<file path="config.mk">
export PLATFORM = sky130hd
export DESIGN_NAME = f2i64_dec
export DESIGN_NICKNAME = d
export VERILOG_FILES = /design/src/rtl/core/f2i64_pkg.sv /design/src/rtl/core/f2i64_dec.sv
export SDC_FILE = /design/constraint.sdc
export NUM_CORES = 1
export LEC_CHECK = 0
export BUFFER_PORTS_ARGS = -buffer_cell sky130_fd_sc_hd__buf_4
export CAP_MARGIN = 0
export CELL_PAD_IN_SITES_DETAIL_PLACEMENT = 1
export CELL_PAD_IN_SITES_GLOBAL_PLACEMENT = 2
export CORE_MARGIN = 2
export CORE_UTILIZATION = 18
export DETAILED_ROUTE_END_ITERATION = 6
export GPL_ROUTABILITY_DRIVEN = 0
export PLACE_DENSITY_LB_ADDON = 0.1
export SLEW_MARGIN = 20
export SYNTH_ARGS = -nofsm -noshare
export SYNTH_HDL_FRONTEND = slang
export SYNTH_SLANG_ARGS = --single-unit
</file>
<file path="constraint.sdc">
create_clock -name vclk -period 6.3
set_input_delay 1.26 -clock vclk [all_inputs]
set_output_delay 1.26 -clock vclk [all_outputs]
set_load 0.01 [all_outputs]
</file>
<file path="src/rtl/core/f2i64_pkg.sv">
// ----------------------------------------------------------------------------
// f2i64_pkg
// Shared types and constants of the float to int64 saturating converter.
// ----------------------------------------------------------------------------
package f2i64_pkg;

	localparam int unsigned ShiftW = 6;

	localparam logic [63:0] Int64MaxBits = 64'h7FFF_FFFF_FFFF_FFFF;
	localparam logic [63:0] Int64MinBits = 64'h8000_0000_0000_0000;

	localparam logic REQ_SINGLE = 1'b0;
	localparam logic REQ_DOUBLE = 1'b1;

	typedef enum logic [1:0] {
		CLS_ZERO = 2'd0,
		CLS_SAT  = 2'd1,
		CLS_NORM = 2'd2
	} cls_t;

	// Decoded operand, carried from the decode stage to the shift stage.
	typedef struct packed {
		logic              neg;
		cls_t              cls;
		logic              left;   // 1: shift significand left, 0: right
		logic [ShiftW-1:0] amt;    // shift distance
		logic [52:0]       sig;    // significand, hidden bit at 52 (double) or 23
	} dec_t;

endpackage

</file>
<file path="src/rtl/core/f2i64_dec.sv">
// ----------------------------------------------------------------------------
// f2i64_dec
// Field split, classification and shift distance of the operand.
// ----------------------------------------------------------------------------
module f2i64_dec (
	input  logic                 req_type,
	input  logic [63:0]          value_bits,
	output f2i64_pkg::dec_t      dec
);
	logic        neg;
	logic [10:0] expf;
	logic [51:0] frac;
	logic        all_ones;
	logic [11:0] e;      // unbiased exponent, signed
	logic [5:0]  fbits;

	always_comb begin
		if (req_type == f2i64_pkg::REQ_DOUBLE) begin
			neg      = value_bits[63];
			expf     = value_bits[62:52];
			frac     = value_bits[51:0];
			all_ones = &value_bits[62:52];
			e        = {1'b0, value_bits[62:52]} - 12'd1023;
			fbits    = 6'd52;
		end else begin
			neg      = value_bits[31];
			expf     = {3'b0, value_bits[30:23]};
			frac     = {29'b0, value_bits[22:0]};
			all_ones = &value_bits[30:23];
			e        = {4'b0, value_bits[30:23]} - 12'd127;
			fbits    = 6'd23;
		end
	end

	always_comb begin
		dec.neg  = neg;
		dec.sig  = (req_type == f2i64_pkg::REQ_DOUBLE) ? {1'b1, frac}
			: {29'b0, 1'b1, frac[22:0]};
		dec.left = 1'b0;
		dec.amt  = '0;
		if (all_ones) begin
			dec.cls = (frac != '0) ? f2i64_pkg::CLS_ZERO : f2i64_pkg::CLS_SAT;
		end else if (e[11]) begin
			dec.cls = f2i64_pkg::CLS_ZERO;
		end else if (e >= 12'd63) begin
			dec.cls = f2i64_pkg::CLS_SAT;
		end else begin
			dec.cls = f2i64_pkg::CLS_NORM;
			if (e[5:0] >= fbits) begin
				dec.left = 1'b1;
				dec.amt  = e[5:0] - fbits;
			end else begin
				dec.amt  = fbits - e[5:0];
			end
		end
		// expf serves only the zero check below
		if (expf == '0 && frac == '0) dec.cls = f2i64_pkg::CLS_ZERO;
	end
endmodule

</file>
==> results of run 1 <==
## how the worst max path moves through the flow
stage                     cells past startpoint       to  slack (ps)            from
after floorplan                              10  dec[56]         950        req_type
after global placement                       10  dec[56]         910  value_bits[23]
after detailed placement                     10  dec[56]         880  value_bits[23]
after CTS                                    10  dec[56]         860  value_bits[23]
after global routing                         10  dec[56]         760  value_bits[23]
final                                        10  dec[56]         870  value_bits[23]
## final cells by class
type                            instances  area share, %
Tap cell                              102           5.53
Multi-Input combinational cell        168           51.5
Timing Repair Buffer                  129           42.0
Inverter                                6          0.976
## cell usage after synthesis, types with 4 or more instances
master and count:
o21ai_0 6, buf_4 25, xnor2_1 4, mux2_2 4
nand2_1 14, nand4_1 6, mux2i_1 5, nor2_1 7
ha_1 4, nor4_1 11, a31oi_1 4, and2_1 29
nand3_1 11, a21oi_1 8, inv_1 6, and4_1 4
## routing by layer
layer	share of wire [%]	track usage (%)	vias up
li1	-	-	936
met1	47	19.4	846
met2	48	23.7	48
met3	4.4	0.976	0
met4	0	0	0
met5	0	0	-
## power by group through the flow
| stage | registers [mW] | clock network [mW] | logic, mW |
|---|---|---|---|
| 2_1_floorplan | 0 | 0 | 0.0938 |
| 3_3_place_gp | 0 | 0 | 0.176 |
| 3_5_place_dp | 0 | 0 | 0.174 |
| 4_1_cts | 0 | 0 | 0.175 |
| 5_1_grt | 0 | 0 | 0.190 |
| 6_report | 0 | 0 | 0.173 |
## logic make-up after synthesis
logic type | Yosys count | synth area share, %
simple gates | 100 | 41.4
compound gates | 45 | 24.1
buf+inv | 36 | 16.3
mux | 12 | 9.51
xor+xnor | 6 | 3.70
fa+ha+maj | 5 | 4.93
## critical path: stages
cell and delay, ps:
buf_4 140, ha_1 350, mux2_2 320, fa_1 450, a31o_1 240, a211o_1 350, a41oi_4 340, mux2i_1 270
mux2_4 310, buf_4 140
## metrics by stage
| step | instance area (um2) | power [mW] | hold WS (ps) | worst slack (ps) |
|---|---|---|---|---|
| after floorplan | 1420 | 0.0938 | 2610 | 948 |
| after global placement | 2310 | 0.176 | 2710 | 908 |
| after detailed placement | 2310 | 0.174 | 2710 | 880 |
| after CTS | 2310 | 0.175 | 2710 | 855 |
| after global routing | 2310 | 0.190 | 2710 | 763 |
| final | 2310 | 0.173 | 2710 | 867 |
==> run metrics, run 1 <==
Clk network pwr share 0%; CP endpoint kind primary output; layout cells sized above 1 between 40 and 50%; Row Count 32; post-synth top area share between 10% and 20%; Hold Path Depth 2; NetSw between 0.08 and 0.09 mW; post-CTS setup buffer count 0; crit path DAT around 4200 ps; Port Buffers roughly 130; # setup viols final 0; maximum VDD drop about 0.000033 V; Slew HR ~60%; setup TNS 0 ps; Comb pwr share 100.0%; GR Util All Layers a little over an eighth; Worst EP required slightly above 5000 ps; Mapped Cells between 200 and 250; sequential power share 0%; final worst path period share approximately 86%; DR vias ~1800; Startpoint Class input port; part of the Yosys area used for sequential elements 0%; Initial Util 18.5%; Max-Cap Viols 0; antenna cells 0; syn nets roughly 270; core area roughly 7700 um2; clkbuf count 0; fin nets around 380; Mapped Area roughly 1400 um2; Cell variety after synth 52; # resized after CTS 0; HP Start value_bits[12]; Die H ~93 um; final wirelength between 6 and 7 mm; drt wl/cell 15.3 um; first-pass GRT wire length between 9 and 10 mm; Total Die Area about 8600 um2; Sw Ratio about half; Final HPWL DP around 5.3 mm; Multi-input gate area about 1200 um2; synth-to-layout area growth 62.5%; most frequent cells in the layout buf_4 (129), and2_1 (29), nand2_1 (14); DRT antenna net count 0; DRT Pass-1 Iters 4; Fillers between 900 and 1000; DRC Markers 0; commonest non-fill, non-tap cell in the layout buf_4; Die X roughly 93 um; final core occ 30.0%; Hold WC Path Type in -> out; Post-Syn Area per Cell just under 7 um2; Yosys Warn Count 0; status completed; Final Hold Viols 0; LEAKAGE between 1 and 1.5 nW; total grt overflow 0; Hold Path End dec[12]; max-slew violations 0; leading area contributor after synthesis buf_4; Worst-Margin Slew between 600 and 700 ps; top post-synthesis cells by area buf_4 (13%), and2_1 (13%), nor4_1 (4.8%), nand3_1 (3.9%), nand2_1 (3.7%); largest net degree at the start of global routing 34; internal power between 0.08 and 0.09 mW; antenna violations before repair 0; Initial DRC Count 37; Final Critical Period 5430 ps; Crit Path Class in -> out; vias per cell between 4 and 5; RSZ-0062 raised after global routing false; sequential cell count 0; cts hold-fix bufs 0; Post-Layout Cell Count 405; CP max FO 6; P per Cell Area 74.9 nW/um2; Seq. cell area 0 um2; IO Pins 128; f_max 184 MHz; Placed Cells roughly 410; vias in the first global route 1831
No activity file was read; power rests on OpenSTA's default activity.
==> run 2: changes to the inputs <==
--- a/config.mk
+++ b/config.mk
@@ -5,12 +5,13 @@
 export SDC_FILE = /design/constraint.sdc
 export NUM_CORES = 1
 export LEC_CHECK = 0
+export ABC_AREA = 1
 export BUFFER_PORTS_ARGS = -buffer_cell sky130_fd_sc_hd__buf_4
 export CAP_MARGIN = 0
 export CELL_PAD_IN_SITES_DETAIL_PLACEMENT = 1
 export CELL_PAD_IN_SITES_GLOBAL_PLACEMENT = 2
 export CORE_MARGIN = 2
-export CORE_UTILIZATION = 18
+export CORE_UTILIZATION = 17
 export DETAILED_ROUTE_END_ITERATION = 6
 export GPL_ROUTABILITY_DRIVEN = 0
 export PLACE_DENSITY_LB_ADDON = 0.1
==> run 2 against run 1 <==
Net effect:
- clock-buffer cell count stayed put
- cell area is 4.1% higher
- non-clock buffer count down 1
- critical path depth is 3 higher
- largest cell class unchanged
- total power is 4.2% higher
- combinational power grew 4%
- sequential share of layout area is the same
- largest power group unchanged
==> run metrics, run 2 <==
commonest non-fill, non-tap cell in the layout buf_4; layout cells sized above 1 39.2% (-7.0 points); Final Critical Period 4700 ps (-729 ps); largest net degree at the start of global routing 45 (+32%); gr busiest metal met2; antenna cells 0 (unchanged); final wirelength 6.27 mm (+1.2%); LEAKAGE 1.46 nW (+36%); Initial Util 17.5% (-0.93 points); Clk network pwr share 0% (unchanged); final core occ 27.5% (-2.5 points); status completed; Comb pwr share 100.0% (about the same); DRC Markers 0 (unchanged); antenna violations before repair 0 (unchanged); sequential power share 0% (unchanged); list of most frequent post-synthesis cells nand2_1 (96), inv_1 (51), nor2_1 (26); Mapped Area 1530 um2 (+7.8%); Die H 98.9 um (+6.5%); vias in the first global route 2244 (+23%); most common cell in the netlist nand2_1; first-pass GRT wire length 10.4 mm (+7.2%); top post-synthesis cells by area nand2_1 (24%), inv_1 (13%), buf_4 (12%), nor2_1 (6.4%), nand3_1 (5.9%); synth-to-layout area growth 56.9%; GRT met3 Usage 3.55% (+2.6 points); maximum VDD drop 0.0000226 V (-31%); sequential cell count 0 (unchanged); Mapped Cells 292 (+43%); Post-Syn Area per Cell 5.24 um2 (-25%); crit path DAT 3440 ps (-730 ps); RSZ-0062 raised after global routing false; Seq. cell area 0 um2 (unchanged); Fillers 1177 (+19%); core area 8720 um2 (+13%); Yosys Warn Count 0 (unchanged); Row Count 34 (+6.3%); part of the Yosys area used for sequential elements 0% (unchanged); Final HPWL DP 5.64 mm (+6.1%); Final Hold Viols 0 (unchanged); DRT antenna net count 0 (unchanged); Crit Path Class in -> out; drt wl/cell 12.6 um (-18%); Max-Cap Viols 0 (unchanged); Die X 98.9 um (+6.5%); CP endpoint kind primary output; leading area contributor after synthesis nand2_1; setup TNS 0 ps (unchanged); post-synth top area share 23.5% (+10 points); f_max 213 MHz (+15%); Startpoint Class input port; P per Cell Area 75.0 nW/um2 (+0.16%); cts hold-fix bufs 0 (unchanged); max-slew violations 0 (unchanged); fin nets 462 (+23%); Port Buffers 128 (unchanged); clkbuf count 0 (unchanged); Worst-Margin Slew 479 ps (-128 ps); final worst path period share 74.7% (-12 points); Sw Ratio 53.4% (+4.1 points); post-CTS setup buffer count 0 (unchanged); M1 GR Usage 14.7% (-4.7 points); total grt overflow 0 (unchanged); syn nets 362 (+32%); most frequent cells in the layout buf_4 (128), nand2_1 (96), inv_1 (51); Initial DRC Count 16 (-57%); CP max FO 44 (+38); DR vias 2076 (+13%); GR Util All Layers 12.5% (-1.0 points); # setup viols final 0 (unchanged); internal power 0.0840 mW (-4.2%); placed standard-cell area 2400 um2 (+4.1%); Total Die Area 9780 um2 (+13%); DRT Pass-1 Iters 4 (unchanged); NetSw 0.0961 mW (+13%); design area 2400 um2 (+4.1%); Slew HR 68.0% (+8.5 points); Worst EP required 5040 ps (about the same); IO Pins 128 (unchanged); vias per cell 4.17 (-7.7%); # resized after CTS 0 (unchanged); Hold WC Path Type in -> out; Cell variety after synth 30 (-42%); met2 Use GR 24.0% (+0.29 points)
run 2: cell types whose count changed after synthesis, moves of 5 or more:
cell	change
nand2_2	+5
nor4_1	-7
nand3_2	+8
a21oi_1	-8
nor2_1	+19
nand4_1	+6
mux2i_1	-5
nand2_1	+82
nand3_1	+7
and2_1	-28
inv_1	+45
run 2: kinds of logic after synthesis:
logic type	synth area share, %
AO/OA/AOI/OAI	6.62
buffers and inverters	27.7
adder cells (fa/ha/maj)	4.58
AND/OR/NAND/NOR	58.2
XOR/XNOR	2.86
run 2: power groups by stage:
stage	registers (mW)	logic, mW	clock network [mW]
2_1_floorplan	0	0.103	0
3_3_place_gp	0	0.185	0
3_5_place_dp	0	0.183	0
4_1_cts	0	0.185	0
5_1_grt	0	0.204	0
6_report	0	0.180	0
run 2: path summary, 6_finish.rpt:
path                  endpoint  depth (start not counted)     startpoint  slack (ps)
worst min-delay path    dec[9]                          2  value_bits[9]        2710
worst max-delay path   dec[55]                         13       req_type        1600
run 2: area by class of cell:
class / count / area [um2] / share of cell area, %
Inverter: 53 / 199 / 8.29
Multi-Input combinational cell: 209 / 1110 / 46.1
Tap cell: 108 / 135 / 5.63
Timing Repair Buffer: 128 / 961 / 40.0
run 2: metal layers:
metal / up-vias / wire length [um]
met4: 0 / 0
met5: - / 0
li1: 1090 / -
met1: 904 / 2550
met3: 0 / 632
met2: 82 / 3080
run 2: per-stage QoR:
step	power [mW]	hold WS, ps	setup WS [ps]	instances
after floorplan	0.103	2610	2120	292
after global placement	0.185	2710	1570	498
after detailed placement	0.183	2710	1520	498
after CTS	0.185	2710	1530	498
after global routing	0.204	2710	1330	498
final	0.180	2710	1600	498
run 2: worst max-delay path, cell delays in order:
cell and delay [ps]:
buf_4 390, inv_2 260, o21ai_1 220, inv_1 100
fa_1 440, nand2_1 150, nand3_2 90, nand3_2 90
nand2_4 90, nand2_1 80, nand2_1 50, nor2_1 90
buf_4 120
==> run 3: changes to the inputs <==
==> constraint.sdc (replaced) <==
create_clock -name vclk -period 4.85
set_input_delay 0.97 -clock vclk [all_inputs]
set_output_delay 0.97 -clock vclk [all_outputs]
set_load 0.01 [all_outputs]
==> run 3 against run 2 <==
Net effect:
- total power is 30% higher
- first-iteration DRC count up 100%
- highest routed layer unchanged
- critical path depth rose by 2
- sequential share of layout area did not move
- largest power group unchanged
- die area unchanged
- core utilization grew 0.086 points
- largest cell class unchanged
==> run metrics, run 3 (synthesis results as in run 2) <==
clkbuf count 0 (unchanged); drt wl/cell 12.6 um (about the same); Setup WS pre-CTS 870 ps (-653 ps); Clk network pwr share 0% (unchanged); DRT Pass-1 Iters 4 (unchanged); Total Die Area 9780 um2 (unchanged); setup TNS 0 ps (unchanged); LEAKAGE 1.46 nW (+0.33%); most frequent cells in the layout buf_4 (129), nand2_1 (96), inv_1 (51); commonest non-fill, non-tap cell in the layout buf_4; sequential cell count 0 (unchanged); sequential power share 0% (unchanged); final worst path period share around four fifths; Die H 98.9 um (unchanged); CP max stage cell ha_1; Worst Setup Slack, final 895 ps (-701 ps); Initial DRC Count 32 (+16); Startpoint Class input port; vias in the first global route 2168 (-3.4%); # resized after CTS 0 (unchanged); Final Hold Viols 0 (unchanged); layout cells sized above 1 39.4% (+0.16 points); Comb pwr share 100.0% (about the same); worst-path cell chain buf_4 -> ha_1 -> inv_1 -> nand2_2 -> o21ai_1 -> inv_1 -> ha_1 -> ha_1 -> nor2_1 -> nand2_1 -> nand2_1 -> xnor2_1 -> nor2_1 -> nor2_1 -> buf_4; NetSw 0.125 mW (+30%); GR Util All Layers 12.4% (-0.15 points); fin nets 463 (+0.22%); Hold WC Path Type in -> out; Crit Path Class in -> out; antenna violations before repair 0 (unchanged); max-slew violations 0 (unchanged); Slew HR 68.6% (+0.53 points); Sw Ratio 53.3% (-0.091 points); synth-to-layout area growth 57.4%; P per Cell Area 97.4 nW/um2 (+30%); Critical path buffers and inverters 4 (unchanged); post-CTS setup buffer count 0 (unchanged); largest net degree at the start of global routing 44 (-2.2%); crit path DAT 2990 ps (-450 ps); DRC Markers 0 (unchanged); Final Critical Period 3960 ps; Initial Util 17.5% (unchanged); Seq. cell area 0 um2 (unchanged); f_max 253 MHz; Worst EP required 3880 ps (-1160 ps); final wirelength 6.27 mm (+0.13%); status completed; Final HPWL DP 5.61 mm (-0.52%); Port Buffers 128 (unchanged); first-pass GRT wire length 10.3 mm (-1.3%); CP max stage delay 330 ps (-110 ps); Worst-Margin Slew 471 ps (-8.00 ps); cts hold-fix bufs 0 (unchanged); RSZ-0062 raised after global routing false; IO Pins 128 (unchanged); CP endpoint kind primary output; DRT antenna net count 0 (unchanged); DR vias 2069 (-0.34%); Die X 98.9 um (unchanged); maximum VDD drop 0.0000281 V (+24%); CP max FO 6 (-86%); antenna cells 0 (unchanged); Top delay family on crit path adder cells; # setup viols final 0 (unchanged); total grt overflow 0 (unchanged); internal power 0.110 mW (+30%); core area 8720 um2 (unchanged); Row Count 34 (unchanged); vias per cell 4.15 (-0.54%); Max-Cap Viols 0 (unchanged)
==> run 3: path summary, 6_finish.rpt <==
check | slack, ps | from | to | cells after the start
setup / recovery | 890 | value_bits[23] | dec[57] | 15
hold / removal | 2130 | value_bits[9] | dec[9] | 2
==> run 3: final cells by class <==
class                           instances  area, um2
Multi-Input combinational cell        209       1110
Fill cell                            1168       6310
Inverter                               53        199
Tap cell                              108        135
Timing Repair Buffer                  129        968
==> run 3: per-layer routing <==
metal / wire (um) / track usage, % / share of wire, %
met5: 0 / 0 / 0
met4: 0 / 0 / 0
met3: 561 / 2.91 / 8.9
met2: 3060 / 23.1 / 49
met1: 2650 / 15.4 / 42
==> run 3: per-stage QoR <==
step	hold slack (ps)	power [mW]	std cells	utilization, %	area (um2)
final	2130	0.235	499	27.6	2410
after global routing	2130	0.266	499	27.6	2410
after CTS	2130	0.241	499	27.6	2410
after detailed placement	2130	0.240	499	27.6	2410
after global placement	2130	0.240	499	27.6	2410
after floorplan	2030	0.134	292	-	1530
==> run 3: power by group through the flow <==
| stage | registers (mW) | logic, mW | clock network (mW) |
|---|---|---|---|
| floorplan | 0 | 0.134 | 0 |
| global placement | 0 | 0.240 | 0 |
| detailed placement | 0 | 0.240 | 0 |
| CTS | 0 | 0.241 | 0 |
| global route | 0 | 0.266 | 0 |
| finish | 0 | 0.235 | 0 |
